==> src/design/scm_pkg.sv <==
package scm_pkg;

    localparam int STACK_DEPTH = 64;
    localparam int DATA_W      = 32;
    localparam int OP_W        = 4;
    localparam int STATUS_W    = 3;
    localparam int CNT_W       = $clog2(STACK_DEPTH + 1);
    localparam int DIV_STEPS   = DATA_W;
    localparam int STEP_W      = $clog2(DIV_STEPS + 1);

    typedef logic [DATA_W-1:0] word_t;
    typedef logic [CNT_W-1:0]  count_t;

    typedef enum logic [OP_W-1:0] {
        OP_CLEAR  = 4'd0,
        OP_HALT   = 4'd1,
        OP_NEGATE = 4'd2,
        OP_DUP    = 4'd3,
        OP_ADD    = 4'd4,
        OP_SUB    = 4'd5,
        OP_MUL    = 4'd6,
        OP_DIV    = 4'd7,
        OP_PUSH   = 4'd8,
        OP_POP    = 4'd9
    } op_t;

    typedef enum logic [STATUS_W-1:0] {
        ST_OK      = 3'd0,
        ST_HALTED  = 3'd1,
        ST_EMPTY   = 3'd2,
        ST_DIVZERO = 3'd3,
        ST_FULL    = 3'd4,
        ST_STOPPED = 3'd5,
        ST_ILLEGAL = 3'd6
    } status_t;

    typedef enum logic [1:0] {
        CELL_HOLD,
        CELL_SHIFT_DOWN,
        CELL_SHIFT_UP
    } cell_cmd_t;

    typedef struct packed {
        cell_cmd_t top_cmd;
        cell_cmd_t rest_cmd;
        word_t     top_data;
    } stack_ctl_t;

endpackage

==> src/design/scm_stack_cell.sv <==
module scm_stack_cell (
    input  logic               clk,
    input  scm_pkg::cell_cmd_t cmd,
    input  scm_pkg::word_t     above,
    input  scm_pkg::word_t     below,
    output scm_pkg::word_t     data
);

    scm_pkg::word_t data_reg;
    scm_pkg::word_t data_next;

    always_comb
    begin
        case (cmd)
            scm_pkg::CELL_SHIFT_DOWN: data_next = above;
            scm_pkg::CELL_SHIFT_UP:   data_next = below;
            default:                  data_next = data_reg;
        endcase
    end

    always_ff @(posedge clk)
    begin
        data_reg <= data_next;
    end

    assign data = data_reg;

endmodule

==> src/design/scm_stack.sv <==
module scm_stack (
    input  logic                clk,
    input  scm_pkg::stack_ctl_t ctl,
    output scm_pkg::word_t      top,
    output scm_pkg::word_t      next
);

    scm_pkg::word_t cell_q [scm_pkg::STACK_DEPTH];

    for (genvar i = 0; i < scm_pkg::STACK_DEPTH; i++) begin : g_cell
        scm_pkg::cell_cmd_t cell_cmd;
        scm_pkg::word_t     cell_above;
        scm_pkg::word_t     cell_below;

        if (i == 0) begin : g_first
            assign cell_cmd   = ctl.top_cmd;
            assign cell_above = ctl.top_data;
        end else begin : g_inner
            assign cell_cmd   = ctl.rest_cmd;
            assign cell_above = cell_q[i-1];
        end

        if (i == scm_pkg::STACK_DEPTH - 1) begin : g_last
            assign cell_below = '0;
        end else begin : g_mid
            assign cell_below = cell_q[i+1];
        end

        scm_stack_cell u_cell (
            .clk   (clk),
            .cmd   (cell_cmd),
            .above (cell_above),
            .below (cell_below),
            .data  (cell_q[i])
        );
    end

    assign top  = cell_q[0];
    assign next = cell_q[1];

endmodule

==> config.mk <==
export PLATFORM = sky130hd
export DESIGN_NAME = scm_stack
export DESIGN_NICKNAME = d
export VERILOG_FILES = /design/src/design/scm_pkg.sv /design/src/design/scm_stack_cell.sv /design/src/design/scm_stack.sv
export SDC_FILE = /design/constraint.sdc
export NUM_CORES = 2
export LEC_CHECK = 0
export ABC_AREA = 1
export BUFFER_PORTS_ARGS = -buffer_cell sky130_fd_sc_hd__buf_2
export CAP_MARGIN = 40
export CELL_PAD_IN_SITES_DETAIL_PLACEMENT = 1
export CELL_PAD_IN_SITES_GLOBAL_PLACEMENT = 1
export CORE_MARGIN = 8
export CORE_UTILIZATION = 50
export DETAILED_ROUTE_END_ITERATION = 12
export GPL_ROUTABILITY_DRIVEN = 0
export PLACE_DENSITY = 0.88
export SKIP_CTS_REPAIR_TIMING = 1
export SLEW_MARGIN = 40
export SYNTH_ARGS = -nofsm -noshare
export SYNTH_HDL_FRONTEND = slang
export SYNTH_SLANG_ARGS = --single-unit
==> constraint.sdc <==
create_clock -name clk -period 62.3 [get_ports clk]
set_input_delay 9.345 -clock clk [delete_from_list [all_inputs] [get_ports clk]]
set_output_delay 9.345 -clock clk [all_outputs]
set_load 0.01 [all_outputs]
==> results.json <==
{
  "status": "finished, final reports clean",
  "syn-num-nets": 8660,
  "synth_cell_type_count": 10,
  "synth_top_family_by_area": "simple AND/OR/NAND/NOR gates",
  "finalSetupViolCount": 0,
  "cellPowerDensity_nw_per_um2": 36.0,
  "drt_pass1_iterations": 5,
  "cts_buffers": 209,
  "worstReg2RegStart": "g_cell[1].u_cell.data[28]",
  "grt.total_usage_pct": 21.5,
  "cp_max_fo": 98,
  "cts_buffer_depth": 3,
  "die_w_um": 432,
  "leakage_nw": 42.2,
  "crit_buf_inv": 7,
  "cp_data_required_time_ns": 63.02,
  "largest_reg_flops": 2048,
  "vias_per_cell": 5.34,
  "yosys-top-cells-area": "edfxtp_1 71%, nand2_1 26%, buf_2 2.0%",
  "pre_cts_ws_ns": 48.18,
  "max_stage_delay_ns": 0.66,
  "start_util_pct": 50.1,
  "drive_gt1_share_pct": 5.19,
  "antenna_found_initial": 0,
  "clk_latency_ns": 0.87,
  "grt_pass1_wl_um": 334000,
  "wirelength_um": 211000,
  "crit_family": "buffers and inverters",
  "final_cells": 11000,
  "rrSetupSlack_ns": 61.24,
  "regArea_um2": 61500,
  "fin_crit_sh_pct": 20.9,
  "worstSetupPathType": "primary input to flip-flop",
  "min_period_ns": 13.01,
  "area_growth_pct": 10.4,
  "clock-sinks": 2048,
  "clockRootBuffer": "clkbuf_16",
  "cpMostUsedCell": "buf_6",
  "fin_total_pwr_w": 0.00344,
  "synth.avg_cell_area_um2": 10.1,
  "synthAdderAreaFrac_pct": 0.0433,
  "synthSimpleGateAreaFrac_pct": 26.3,
  "synth_compound_area_share_pct": 0,
  "r2r-end": "g_cell[2].u_cell.data[28]",
  "crit_cells": 10,
  "cts_tree": "done",
  "crit_chain": "buf_2 > inv_1 > ha_4 > buf_4 > buf_6 > buf_6 > buf_6 > buf_6 > nand2_1 > nand2_1",
  "route.detailed.drc": 0,
  "grt_overflow": 0,
  "critPathCaptureType": "flip-flop",
  "nets": 8588,
  "drv_cap": 0,
  "ir_drop_mv": 0.0276,
  "relSlewSlack_pct": 42.7,
  "io_buffer_count": 100,
  "fmax_mhz": 76.9,
  "row_count": 153,
  "crit_path_start": "ctl[32]",
  "hp-start": "g_cell[63].u_cell.data[28]",
  "num_vias": 59000,
  "yosysWarnings": 0,
  "netlist.area_leader.share_pct": 71.0,
  "critPathArrivalTime_ns": 13.73,
  "hpwlAfterDp_um": 113000,
  "io_pins": 101,
  "synth_mux_area_share_pct": 0,
  "final.setup.tns_ns": 0,
  "min_path_type": "flip-flop to flip-flop",
  "crit_path_top_delay_cell": "buf_4",
  "synth_top_area_cell": "edfxtp_1",
  "drtIter0Drc": 5840,
  "fin_skew_ns": 0.0942,
  "clkSlewWorstSetupHoldPaths_ns": 0.06,
  "rsz0062_at_grt": "no",
  "setup_ws_ns": 49.29,
  "synth_xor_area_share_pct": 0,
  "syn_area_um2": 86700,
  "wire_per_inst_um": 19.1,
  "ys_seq_area_share_pct": 71.0,
  "cts_max_level": 4,
  "grt_max_degree": 231,
  "core_area_um2": 173000,
  "hold_ws_ns": 0.447,
  "fillers": 18800,
  "endpoint": "g_cell[6].u_cell.data[21]",
  "grt_pass1_vias": 63400,
  "finalHoldViolations": 0,
  "die_h_um": 432,
  "slew_viol_final": 0,
  "multi_input_area_um2": 22900,
  "startpoint_type": "primary input",
  "ant_nets": 0,
  "worstMarginPinSlew_ns": 0.859,
  "die_area_um2": 187000,
  "reg2reg_depth": 2,
  "dp_cells": 10700,
  "syn_inst": 8620,
  "ys_ff_latch": 2048
}
## metrics by stage
| stage | utilization [%] | cell area, µm² |
|---|---|---|
| after floorplan | - | 86700 |
| after global placement | 51.1 | 88500 |
| after detailed placement | 51.3 | 88900 |
| after CTS | 55.2 | 95500 |
| after global routing | 55.3 | 95700 |
| final | 55.3 | 95700 |
## cells in the mapped netlist, drive strengths merged
| library cell | n |
|---|---|
| edfxtp | 2048 |
| buf | 369 |
| nand2 | 6048 |
| clkbuf | 81 |
| nor2 | 32 |
| inv | 39 |
| ha | 3 |
## cell type report
type                    instances  area share, %
diodes                          1        0.00262
repair buffers                167           1.63
clock inverters               128           1.32
multi-input cells            6083           23.9
flip-flops and latches       2048           64.3
clock buffers                 258           5.66
well taps                    2325           3.04
inverters                      39          0.179
## worst min-delay path by stage
stage	end	slack, ns	cells past startpoint
3_5_place_dp	g_cell[62].u_cell.data[25]	0.51	2
3_3_place_gp	g_cell[62].u_cell.data[29]	0.50	2
4_1_cts	g_cell[62].u_cell.data[28]	0.46	2
6_report	g_cell[62].u_cell.data[28]	0.45	2
5_1_grt	g_cell[62].u_cell.data[28]	0.48	2
2_1_floorplan	g_cell[62].u_cell.data[29]	0.49	2
## routing by layer
metal  wire [µm]  share of wire, %  up-vias  track usage [%]
met2      114000                54     1323             39.6
met4        6220               2.9        0             7.13
met3        7590               3.6      465             3.04
met5           0                 0        -                0
li1            -                 -    27500                -
met1       82900                39    29600             26.1
## worst reg2reg max path: stages, from the launching register on
cell	delay, ns
edfxtp_1	0.55
nand2_1	0.16
nand2_1	0.10
## where the power goes
group          total, W  leakage, nW  switching (W)  internal (W)
Combinational  0.000322         18.6       0.000232     0.0000898
Sequential      0.00188         20.4       0.000114       0.00177
Clock           0.00124         3.23       0.000562      0.000680
Total           0.00344         42.2       0.000909       0.00254
## cell usage in the layout (no fill, tap or decap), types with 3 or more instances in the layout
| master | count |
|---|---|
| nor2_1 | 32 |
| buf_12 | 12 |
| buf_2 | 100 |
| buf_4 | 8 |
| clkinv_4 | 4 |
| clkbuf_16 | 209 |
| clkinv_16 | 11 |
| nand2_1 | 6048 |
| clkbuf_1 | 49 |
| clkinv_2 | 35 |
| clkinvlp_4 | 3 |
| buf_6 | 33 |
| clkinv_1 | 56 |
| buf_16 | 14 |
| edfxtp_1 | 2048 |
| bufinv_16 | 14 |
| inv_1 | 36 |
## cells by family (layout without fill, tap and decap cells)
logic type | after synthesis | count (layout)
adder cells (fa/ha/maj) | 3 | 3
buffers and inverters | 489 | 592
flip-flops | 2048 | 2048
other | 0 | 1
AND/OR/NAND/NOR | 6080 | 6080
Power figures use the tool's default switching activity.
