$ cat config.mk
export PLATFORM = sky130hd
export DESIGN_NAME = scm_divider
export DESIGN_NICKNAME = d
export VERILOG_FILES = /design/src/design/scm_pkg.sv /design/src/design/scm_divider.sv
export SDC_FILE = /design/constraint.sdc
export NUM_CORES = 1
export LEC_CHECK = 0
export BUFFER_PORTS_ARGS = -buffer_cell sky130_fd_sc_hd__buf_2
export CAP_MARGIN = 40
export CORE_UTILIZATION = 31
export DETAILED_ROUTE_END_ITERATION = 7
export GPL_TIMING_DRIVEN = 0
export PLACE_DENSITY = 0.53
export REMOVE_ABC_BUFFERS = 1
export SLEW_MARGIN = 25
export SYNTH_ARGS = -nofsm -noshare
export SYNTH_HDL_FRONTEND = slang
export SYNTH_SLANG_ARGS = --single-unit
export TNS_END_PERCENT = 10
$ cat constraint.sdc
create_clock -name clk -period 2.8 [get_ports clk]
set_input_delay 0.42 -clock clk [delete_from_list [all_inputs] [get_ports clk]]
set_output_delay 0.42 -clock clk [all_outputs]
set_load 0.01 [all_outputs]
$ cat src/design/scm_pkg.sv
package scm_pkg;

    localparam int STACK_DEPTH = 64;
    localparam int DATA_W      = 32;
    localparam int OP_W        = 4;
    localparam int STATUS_W    = 3;
    localparam int CNT_W       = $clog2(STACK_DEPTH + 1);
    localparam int DIV_STEPS   = DATA_W;
    localparam int STEP_W      = $clog2(DIV_STEPS + 1);

    typedef logic [DATA_W-1:0] word_t;
    typedef logic [CNT_W-1:0]  count_t;

    typedef enum logic [OP_W-1:0] {
        OP_CLEAR  = 4'd0,
        OP_HALT   = 4'd1,
        OP_NEGATE = 4'd2,
        OP_DUP    = 4'd3,
        OP_ADD    = 4'd4,
        OP_SUB    = 4'd5,
        OP_MUL    = 4'd6,
        OP_DIV    = 4'd7,
        OP_PUSH   = 4'd8,
        OP_POP    = 4'd9
    } op_t;

    typedef enum logic [STATUS_W-1:0] {
        ST_OK      = 3'd0,
        ST_HALTED  = 3'd1,
        ST_EMPTY   = 3'd2,
        ST_DIVZERO = 3'd3,
        ST_FULL    = 3'd4,
        ST_STOPPED = 3'd5,
        ST_ILLEGAL = 3'd6
    } status_t;

    typedef enum logic [1:0] {
        CELL_HOLD,
        CELL_SHIFT_DOWN,
        CELL_SHIFT_UP
    } cell_cmd_t;

    typedef struct packed {
        cell_cmd_t top_cmd;
        cell_cmd_t rest_cmd;
        word_t     top_data;
    } stack_ctl_t;

endpackage

$ cat src/design/scm_divider.sv
module scm_divider (
    input  logic           clk,
    input  logic           rst_n,
    input  logic           start,
    input  scm_pkg::word_t dividend,
    input  scm_pkg::word_t divisor,
    output logic           done,
    output scm_pkg::word_t quotient
);

    localparam int W = scm_pkg::DATA_W;

    logic                        busy_reg;
    logic                        busy_next;
    logic                        done_reg;
    logic                        done_next;
    logic [scm_pkg::STEP_W-1:0]  step_reg;
    logic [scm_pkg::STEP_W-1:0]  step_next;
    scm_pkg::word_t              rem_reg;
    scm_pkg::word_t              rem_next;
    scm_pkg::word_t              quo_reg;
    scm_pkg::word_t              quo_next;
    scm_pkg::word_t              den_reg;
    scm_pkg::word_t              den_next;
    logic                        neg_reg;
    logic                        neg_next;
    logic [W:0]                  shifted;
    logic [W:0]                  diff;

    always_comb
    begin
        busy_next = busy_reg;
        done_next = 1'b0;
        step_next = step_reg;
        rem_next  = rem_reg;
        quo_next  = quo_reg;
        den_next  = den_reg;
        neg_next  = neg_reg;
        shifted   = {rem_reg, quo_reg[W-1]};
        diff      = shifted - {1'b0, den_reg};
        if (start)
        begin
            busy_next = 1'b1;
            step_next = scm_pkg::STEP_W'(scm_pkg::DIV_STEPS);
            rem_next  = '0;
            quo_next  = dividend[W-1] ? (W'(0) - dividend) : dividend;
            den_next  = divisor[W-1] ? (W'(0) - divisor) : divisor;
            neg_next  = dividend[W-1] ^ divisor[W-1];
        end
        else if (busy_reg)
        begin
            if (!diff[W])
            begin
                rem_next = diff[W-1:0];
                quo_next = {quo_reg[W-2:0], 1'b1};
            end
            else
            begin
                rem_next = shifted[W-1:0];
                quo_next = {quo_reg[W-2:0], 1'b0};
            end
            step_next = step_reg - scm_pkg::STEP_W'(1);
            if (step_reg == scm_pkg::STEP_W'(1))
            begin
                busy_next = 1'b0;
                done_next = 1'b1;
            end
        end
    end

    always_ff @(posedge clk or negedge rst_n)
    begin
        if (!rst_n)
        begin
            busy_reg <= 1'b0;
            done_reg <= 1'b0;
            step_reg <= '0;
        end
        else
        begin
            busy_reg <= busy_next;
            done_reg <= done_next;
            step_reg <= step_next;
        end
    end

    always_ff @(posedge clk)
    begin
        rem_reg <= rem_next;
        quo_reg <= quo_next;
        den_reg <= den_next;
        neg_reg <= neg_next;
    end

    assign done     = done_reg;
    assign quotient = neg_reg ? (W'(0) - quo_reg) : quo_reg;

endmodule
==> results of run 1 <==
[worst register-to-register path, stage by stage (launching register included)]
cell	delay, ns
edfxtp_1	0.33
inv_1	0.05
ha_1	0.36
nand4_1	0.28
nor2_1	0.09
a22o_1	0.27
a211oi_4	0.36
a21oi_1	0.19
and3_1	0.26
o21ai_0	0.25
xnor2_1	0.15
nand2_1	0.07
a311oi_1	0.22
[power by group through the flow]
stage	clock network, W	registers [W]	logic (W)
floorplan	0	0.00228	0.00213
global placement	0	0.00237	0.00286
detailed placement	0	0.00235	0.00299
CTS	0.00135	0.00232	0.00343
global route	0.00142	0.00239	0.00388
finish	0.00132	0.00233	0.00348
[Yosys cell counts (all sizes together), types with 9 or more instances]
master	count	area [µm²]
a21o	12	90.1
a21oi	67	335
a311oi	25	219
clkbuf	42	158
dfxtp	32	641
edfxtp	65	1950
ha	37	463
inv	52	195
nand2	98	368
nand2b	18	113
nand3	14	70.1
nor2	92	345
nor3	9	45.0
o21ai	45	229
o31ai	34	260
o41ai	15	131
or3	15	109
or4	13	109
xnor2	81	709
xor2	39	342
[layout make-up]
class                   instances  area, µm²  share of cell area
clock buffers                  11        233              0.0246
clock inverters                 5       65.1             0.00689
inverters                      52        195              0.0207
multi-input cells             693       4870               0.516
flip-flops and latches        105       2800               0.296
well taps                     324        405              0.0429
repair buffers                129        878              0.0930
[per-layer routing]
metal / track usage / vias to the layer above
li1: - / 3415
met1: 0.222 / 3163
met2: 0.271 / 102
met3: 0.0247 / 12
met4: 0.0406 / 0
met5: 0 / -
[kinds of logic after synthesis]
logic type / Yosys count / share of synthesized area
multiplexers: 1 / 0.00130
XOR/XNOR: 120 / 0.136
flip-flops: 105 / 0.363
buffers and inverters: 98 / 0.0483
AO/OA/AOI/OAI: 238 / 0.207
AND/OR/NAND/NOR: 296 / 0.182
adder cells (fa/ha/maj): 38 / 0.0627
[per-stage QoR]
| step | setup WS, ns | instances | power (W) | TNS, ns | utilization |
|---|---|---|---|---|---|
| after floorplan | -0.995 | 850 | 0.00441 | -32.27 | - |
| after global placement | -2.68 | 1273 | 0.00523 | -135.75 | 0.346 |
| after detailed placement | -1.01 | 1280 | 0.00534 | -38.23 | 0.353 |
| after CTS | -0.780 | 1319 | 0.00710 | -14.64 | 0.383 |
| after global routing | -0.777 | 1319 | 0.00768 | -17.26 | 0.388 |
| final | -0.620 | 1319 | 0.00713 | -8.29 | 0.388 |
[final timing paths]
| kind | from | to | slack, ns | cells past startpoint |
|---|---|---|---|---|
| hold / removal | divisor[0] | den_reg[0] | 0.28 | 1 |
| hold reg to reg | rem_reg[21] | rem_reg[21] | 0.50 | 2 |
| setup / recovery | quo_reg[16] | quotient[29] | -0.62 | 8 |
| setup reg to reg | den_reg[13] | rem_reg[29] | -0.16 | 12 |
| max in group asynchronous | rst_n | busy_reg | 2.16 | 2 |
| min in group asynchronous | rst_n | step_reg[1] | 0.43 | 2 |
[what timing repair did]
item                                    CTS  global route
pin swaps                                23            11
endpoints found under the setup margin   59            60
setup buffers                            21             0
gates resized for setup                  42            23
hold buffers                              1             0
hold endpoints to repair                  8             0
gates cloned                              2             0
==> summary.md, run 1 <==
| Metric | Value |
|---|---|
| Io pins | `100` |
| Ys flop type | `edfxtp_1` |
| Drt total wl | `20.2 mm` |
| Max Clk Rate | `roughly 290 MHz` |
| Slew Limit Fails | `0` |
| Largest net degree at the start of global routing | `95` |
| Worst VDD drop | `0.000338 V` |
| Crit path max-delay family | `simple AND/OR/NAND/NOR gates` |
| Seq cells post-synth | `between 100 and 150` |
| Clock power share | `0.186` |
| Crit share post-route | `1.22` |
| Die area | `25500 µm²` |
| WP buf/inv | `1` |
| Max-Cap Viols | `0` |
| Leakage | `between 3 and 4 nW` |
| Post-layout net count | `1095` |
| Initial core utilization | `0.317` |
| Combinational share of power | `0.488` |
| Die W | `around 160 µm` |
| Iter 0 DRT Violations | `299` |
| Global route overflow | `0` |
| Layout cells sized above 1 | `0.202` |
| CTS clk-pin slew, worst paths | `0.09 ns` |
| Distinct cells, synth | `56` |
| Placer congestion estimate | `0.798` |
| Internal Power | `0.00435 W` |
| Crit-path cells | `or4_4 > nor4_4 > nand2b_1 > or4_4 > or3_4 > o41ai_4 > xnor2_1 > buf_2` |
| Number of antenna violations at the first check in global routing | `0` |
| Ys Warns | `0` |
| Commonest non-fill, non-tap cell in the layout | `buf_2` |
| WL/cell | `15.3 µm` |
| GR Util All Layers | `0.163` |
| Synth Instances | `896` |
| Most frequent cells in the layout | `buf_2, nand2_1, nor2_1` |
| Final Hold Vio Count | `0` |
| Clock sink count | `105` |
| Crit Path Max Fanout | `3` |
| Crit path time final | `3.42 ns` |
| Vias/cell | `~5.1` |
| Metal3 WL | `between 500 and 600 µm` |
| Ys async rst share | `0.0762` |
| PD cells | `755 nW/µm²` |
| PortBufs | `approximately 100` |
| HPWL Detailed | `14.6 mm` |
| Antenna fix cells | `0` |
| First-pass GRT wire length | `33.5 mm` |
| Vias in the first global route | `6479` |
| Final hold slack | `0.285 ns` |
| Die Ht | `between 150 and 200 µm` |
| DRC violations left | `0` |
| Syn Area/Cell | `8.59 µm²` |
| Final Instance Area | `9440 µm²` |
| FILL cells | `2534` |
| Final setup viols | `50` |
| CTS Buf Count | `9` |
| Pre-antenna DRT Iters | `4` |
| Req. time, crit path | `2.38 ns` |
| CTS max path bufs | `2` |
| Vias | `roughly 6700` |
| Status | `finished with violations` |
| Crit-path most repeated cell | `or4_4` |
| Met2 wire len | `~9.6 mm` |
| Clock root cell | `clkbuf_16` |
| Uppermost layer routed | `met4` |
| TritonCTS clock tree | `built` |
| Clock Latency Late Sink | `0.37 ns` |
| Num rows | `57` |
| Kind of critical path | `reg -> out` |
| Met1 WL | `9.70 mm` |
| CP Launch Type | `flop` |
| Crit path arrival time | `~3.0 ns` |
| Slew Limit Headroom | `0.514` |
| Sequential area share after synthesis | `0.363` |
| RSZ-0062 raised after global routing | `yes` |
| CP max stage delay | `roughly 0.57 ns` |
| Clock Skew | `0.0167 ns` |
| Final worst slack | `-0.620 ns` |
| Max stage delay cell, worst path | `or4_4` |
| Sw frac | `0.390` |
| Seq pwr share | `0.326` |
| NetSw | `between 0.002 and 0.003 W` |
| Placed instance area | `8580 µm²` |
| Post-synthesis cell area | `7700 µm²` |
| Tightest Pin Transition | `0.728 ns` |
| Failing checks | `setup timing` |
| Crit. End Element | `primary output` |
| Post-synth EDFFs | `65` |
| H-tree levels | `3` |
| Core Area | `24300 µm²` |
| Synth-to-layout area growth | `22.6%` |
| Antenna viol nets, final | `0` |
| Hold crit path type | `in -> reg` |
Power figures use the tool's default switching activity.
==> run 2, diff against run 1 <==
Settings changed: BUFFER_PORTS_ARGS -buffer_cell sky130_fd_sc_hd__buf_2 to -buffer_cell sky130_fd_sc_hd__buf_4.
==> run 2 against run 1 <==
Via count about the same; sequential cell count unchanged; clock-buffer cell count unchanged; the run still ends with setup timing left; clock skew fell by 0.0026 ns; highest routed layer unchanged; critical path depth stayed put; critical path type unchanged; total power up 1.7%; sequential share of layout area shrank 0.93 points; core utilization increased by 1.3 points.
==> summary.md, run 2 (synthesis gave the netlist of run 1 again) <==
| Metric | Value |
|---|---|
| Status | `finished with violations (unchanged)` |
| Failing checks | `setup timing (unchanged)` |
| Post-layout util | `0.401 (was 0.388)` |
| Die Ht | `160 µm (unchanged)` |
| Placed cells | `1279 (was 1280)` |
| PortBufs | `99 (unchanged)` |
| Vias/cell | `5.06 (was 5.07)` |
| Reg-to-Reg Start | `den_reg[0] (was den_reg[13])` |
| Num rows | `57 (unchanged)` |
| WHS Endpoint | `den_reg[0] (unchanged)` |
| Global route overflow | `0 (unchanged)` |
| Final hold slack | `0.255 ns (was 0.285 ns)` |
| TritonCTS clock tree | `built (unchanged)` |
| Io pins | `100 (unchanged)` |
| Crit share post-route | `1.23 (was 1.22)` |
| Cells on worst reg2reg path | `15 (was 12)` |
| Crit. End Element | `primary output (unchanged)` |
| H-tree levels | `3 (unchanged)` |
| Max-Cap Viols | `0 (unchanged)` |
| Synth-to-layout area growth | `26.6% (was 22.6%)` |
| FF-to-FF setup slack | `-0.23 ns (was -0.16 ns)` |
| Pre-antenna DRT Iters | `5 (was 4)` |
| Final worst slack | `-0.637 ns (was -0.620 ns)` |
| Hold Startpoint | `divisor[0] (unchanged)` |
| Antenna viol nets, final | `0 (unchanged)` |
| CTS clk-pin slew, worst paths | `0.09 ns (about the same)` |
| RSZ-0062 raised after global routing | `yes (unchanged)` |
| GR Util All Layers | `0.165 (was 0.163)` |
| Antenna fix cells | `0 (unchanged)` |
| Max Clk Rate | `291 MHz (was 292 MHz)` |
| Critical R2R Capture | `rem_reg[29] (unchanged)` |
| Most frequent cells in the layout | `buf_4, nand2_1, nor2_1 (was buf_2, nand2_1, nor2_1)` |
| Initial core utilization | `0.317 (unchanged)` |
| Final Hold Vio Count | `0 (unchanged)` |
| Req. time, crit path | `2.38 ns (about the same)` |
| CP Launch Type | `flop (unchanged)` |
| Crit path time final | `3.44 ns (was 3.42 ns)` |
| CTS max path bufs | `2 (unchanged)` |
| Crit path arrival time | `3.02 ns (was 3.00 ns)` |
| DRC violations left | `0 (unchanged)` |
| Die W | `160 µm (unchanged)` |
| WL/cell | `15.6 µm (was 15.3 µm)` |
| Post-layout net count | `1097 (was 1095)` |
| Worst Hold Depth | `1 (unchanged)` |
| Setup crit start | `quo_reg[16] (unchanged)` |
| Worst VDD drop | `0.000384 V (was 0.000338 V)` |
| HPWL Detailed | `14.7 mm (was 14.6 mm)` |
| Clock sink count | `105 (unchanged)` |
| Hold crit path type | `in -> reg (unchanged)` |
| Commonest non-fill, non-tap cell in the layout | `buf_4 (was buf_2)` |
| Number of antenna violations at the first check in global routing | `0 (unchanged)` |
| Crit Path Max Fanout | `3 (unchanged)` |
| Vias in the first global route | `6555 (was 6479)` |
| Core Area | `24300 µm² (unchanged)` |
| Slew Limit Fails | `0 (unchanged)` |
| PD cells | `744 nW/µm² (was 755 nW/µm²)` |
| Kind of critical path | `reg -> out (unchanged)` |
| Clock Latency Late Sink | `0.37 ns (about the same)` |
| Drt total wl | `20.7 mm (was 20.2 mm)` |
| Iter 0 DRT Violations | `384 (was 299)` |
| Tightest Pin Transition | `0.739 ns (was 0.728 ns)` |
| CTS Buf Count | `9 (unchanged)` |
| Vias | `6689 (was 6692)` |
| Clock root cell | `clkbuf_16 (unchanged)` |
| Slew Limit Headroom | `0.507 (was 0.514)` |
| Setup TNS Final | `-10.09 ns (was -8.29 ns)` |
| Final setup viols | `52 (was 50)` |
| Leakage | `3.88 nW (was 3.76 nW)` |
| Fin cells | `1321 (was 1319)` |
| First-pass GRT wire length | `33.8 mm (was 33.5 mm)` |
| Largest net degree at the start of global routing | `75 (was 95)` |
| Die area | `25500 µm² (unchanged)` |
| Clock Skew | `0.0140 ns (was 0.0167 ns)` |
| Placer congestion estimate | `0.789 (was 0.798)` |
| Layout cells sized above 1 | `0.209 (was 0.202)` |
run 2: layer usage:
metal  track usage  routed length [µm]  up-vias
met2         0.284               10100      104
li1              -                   -     3419
met3        0.0224                 559       13
met1         0.215                9800     3153
met4        0.0446                 239        0
met5             0                   0        -
run 2: worst max path at each step:
stage              endpoint  cells after the start
2_1_floorplan   rem_reg[28]                     12
3_3_place_gp    rem_reg[25]                     12
3_5_place_dp    rem_reg[20]                     13
4_1_cts        quotient[29]                      8
5_1_grt        quotient[29]                      8
6_report       quotient[29]                      8
run 2: report_power, final:
part           total [W]  internal, W  switching, W
logic            0.00355      0.00169       0.00186
registers        0.00235      0.00201      0.000340
clock network    0.00134     0.000693      0.000651
total            0.00725      0.00440       0.00285
run 2: layout make-up:
type	instances	area, µm²
clock buffer	11	258
sequential	105	2800
inverter	52	195
clock inverter	5	53.8
timing repair buffer	131	1120
fill	2459	14600
multi-input combinational	693	4910
tap	324	405
run 2: through the flow:
stage	power [W]	instance area, µm²	worst slack [ns]
2_1_floorplan	0.00441	7520	-0.995
3_5_place_dp	0.00545	8800	-0.935
3_3_place_gp	0.00533	8670	-2.70
5_1_grt	0.00779	9750	-0.757
4_1_cts	0.00723	9690	-0.656
6_report	0.00725	9750	-0.637
run 2: critical path, stage by stage (launching register included):
cell      delay (ns)
edfxtp_1        0.40
or4_4           0.58
nor4_4          0.17
nand2b_1        0.13
or4_4           0.43
or3_4           0.42
o41ai_4         0.22
xnor2_1         0.15
buf_4           0.14
run 2: repair_timing:
| action | in CTS | in global routing |
|---|---|---|
| pin swaps | 23 | 8 |
| resized for setup | 47 | 24 |
| hold endpoints to repair | 8 | 0 |
| setup buffers | 30 | 1 |
| hold buffers | 1 | 0 |
| cloned | 3 | 0 |
| setup endpoints to repair | 60 | 55 |
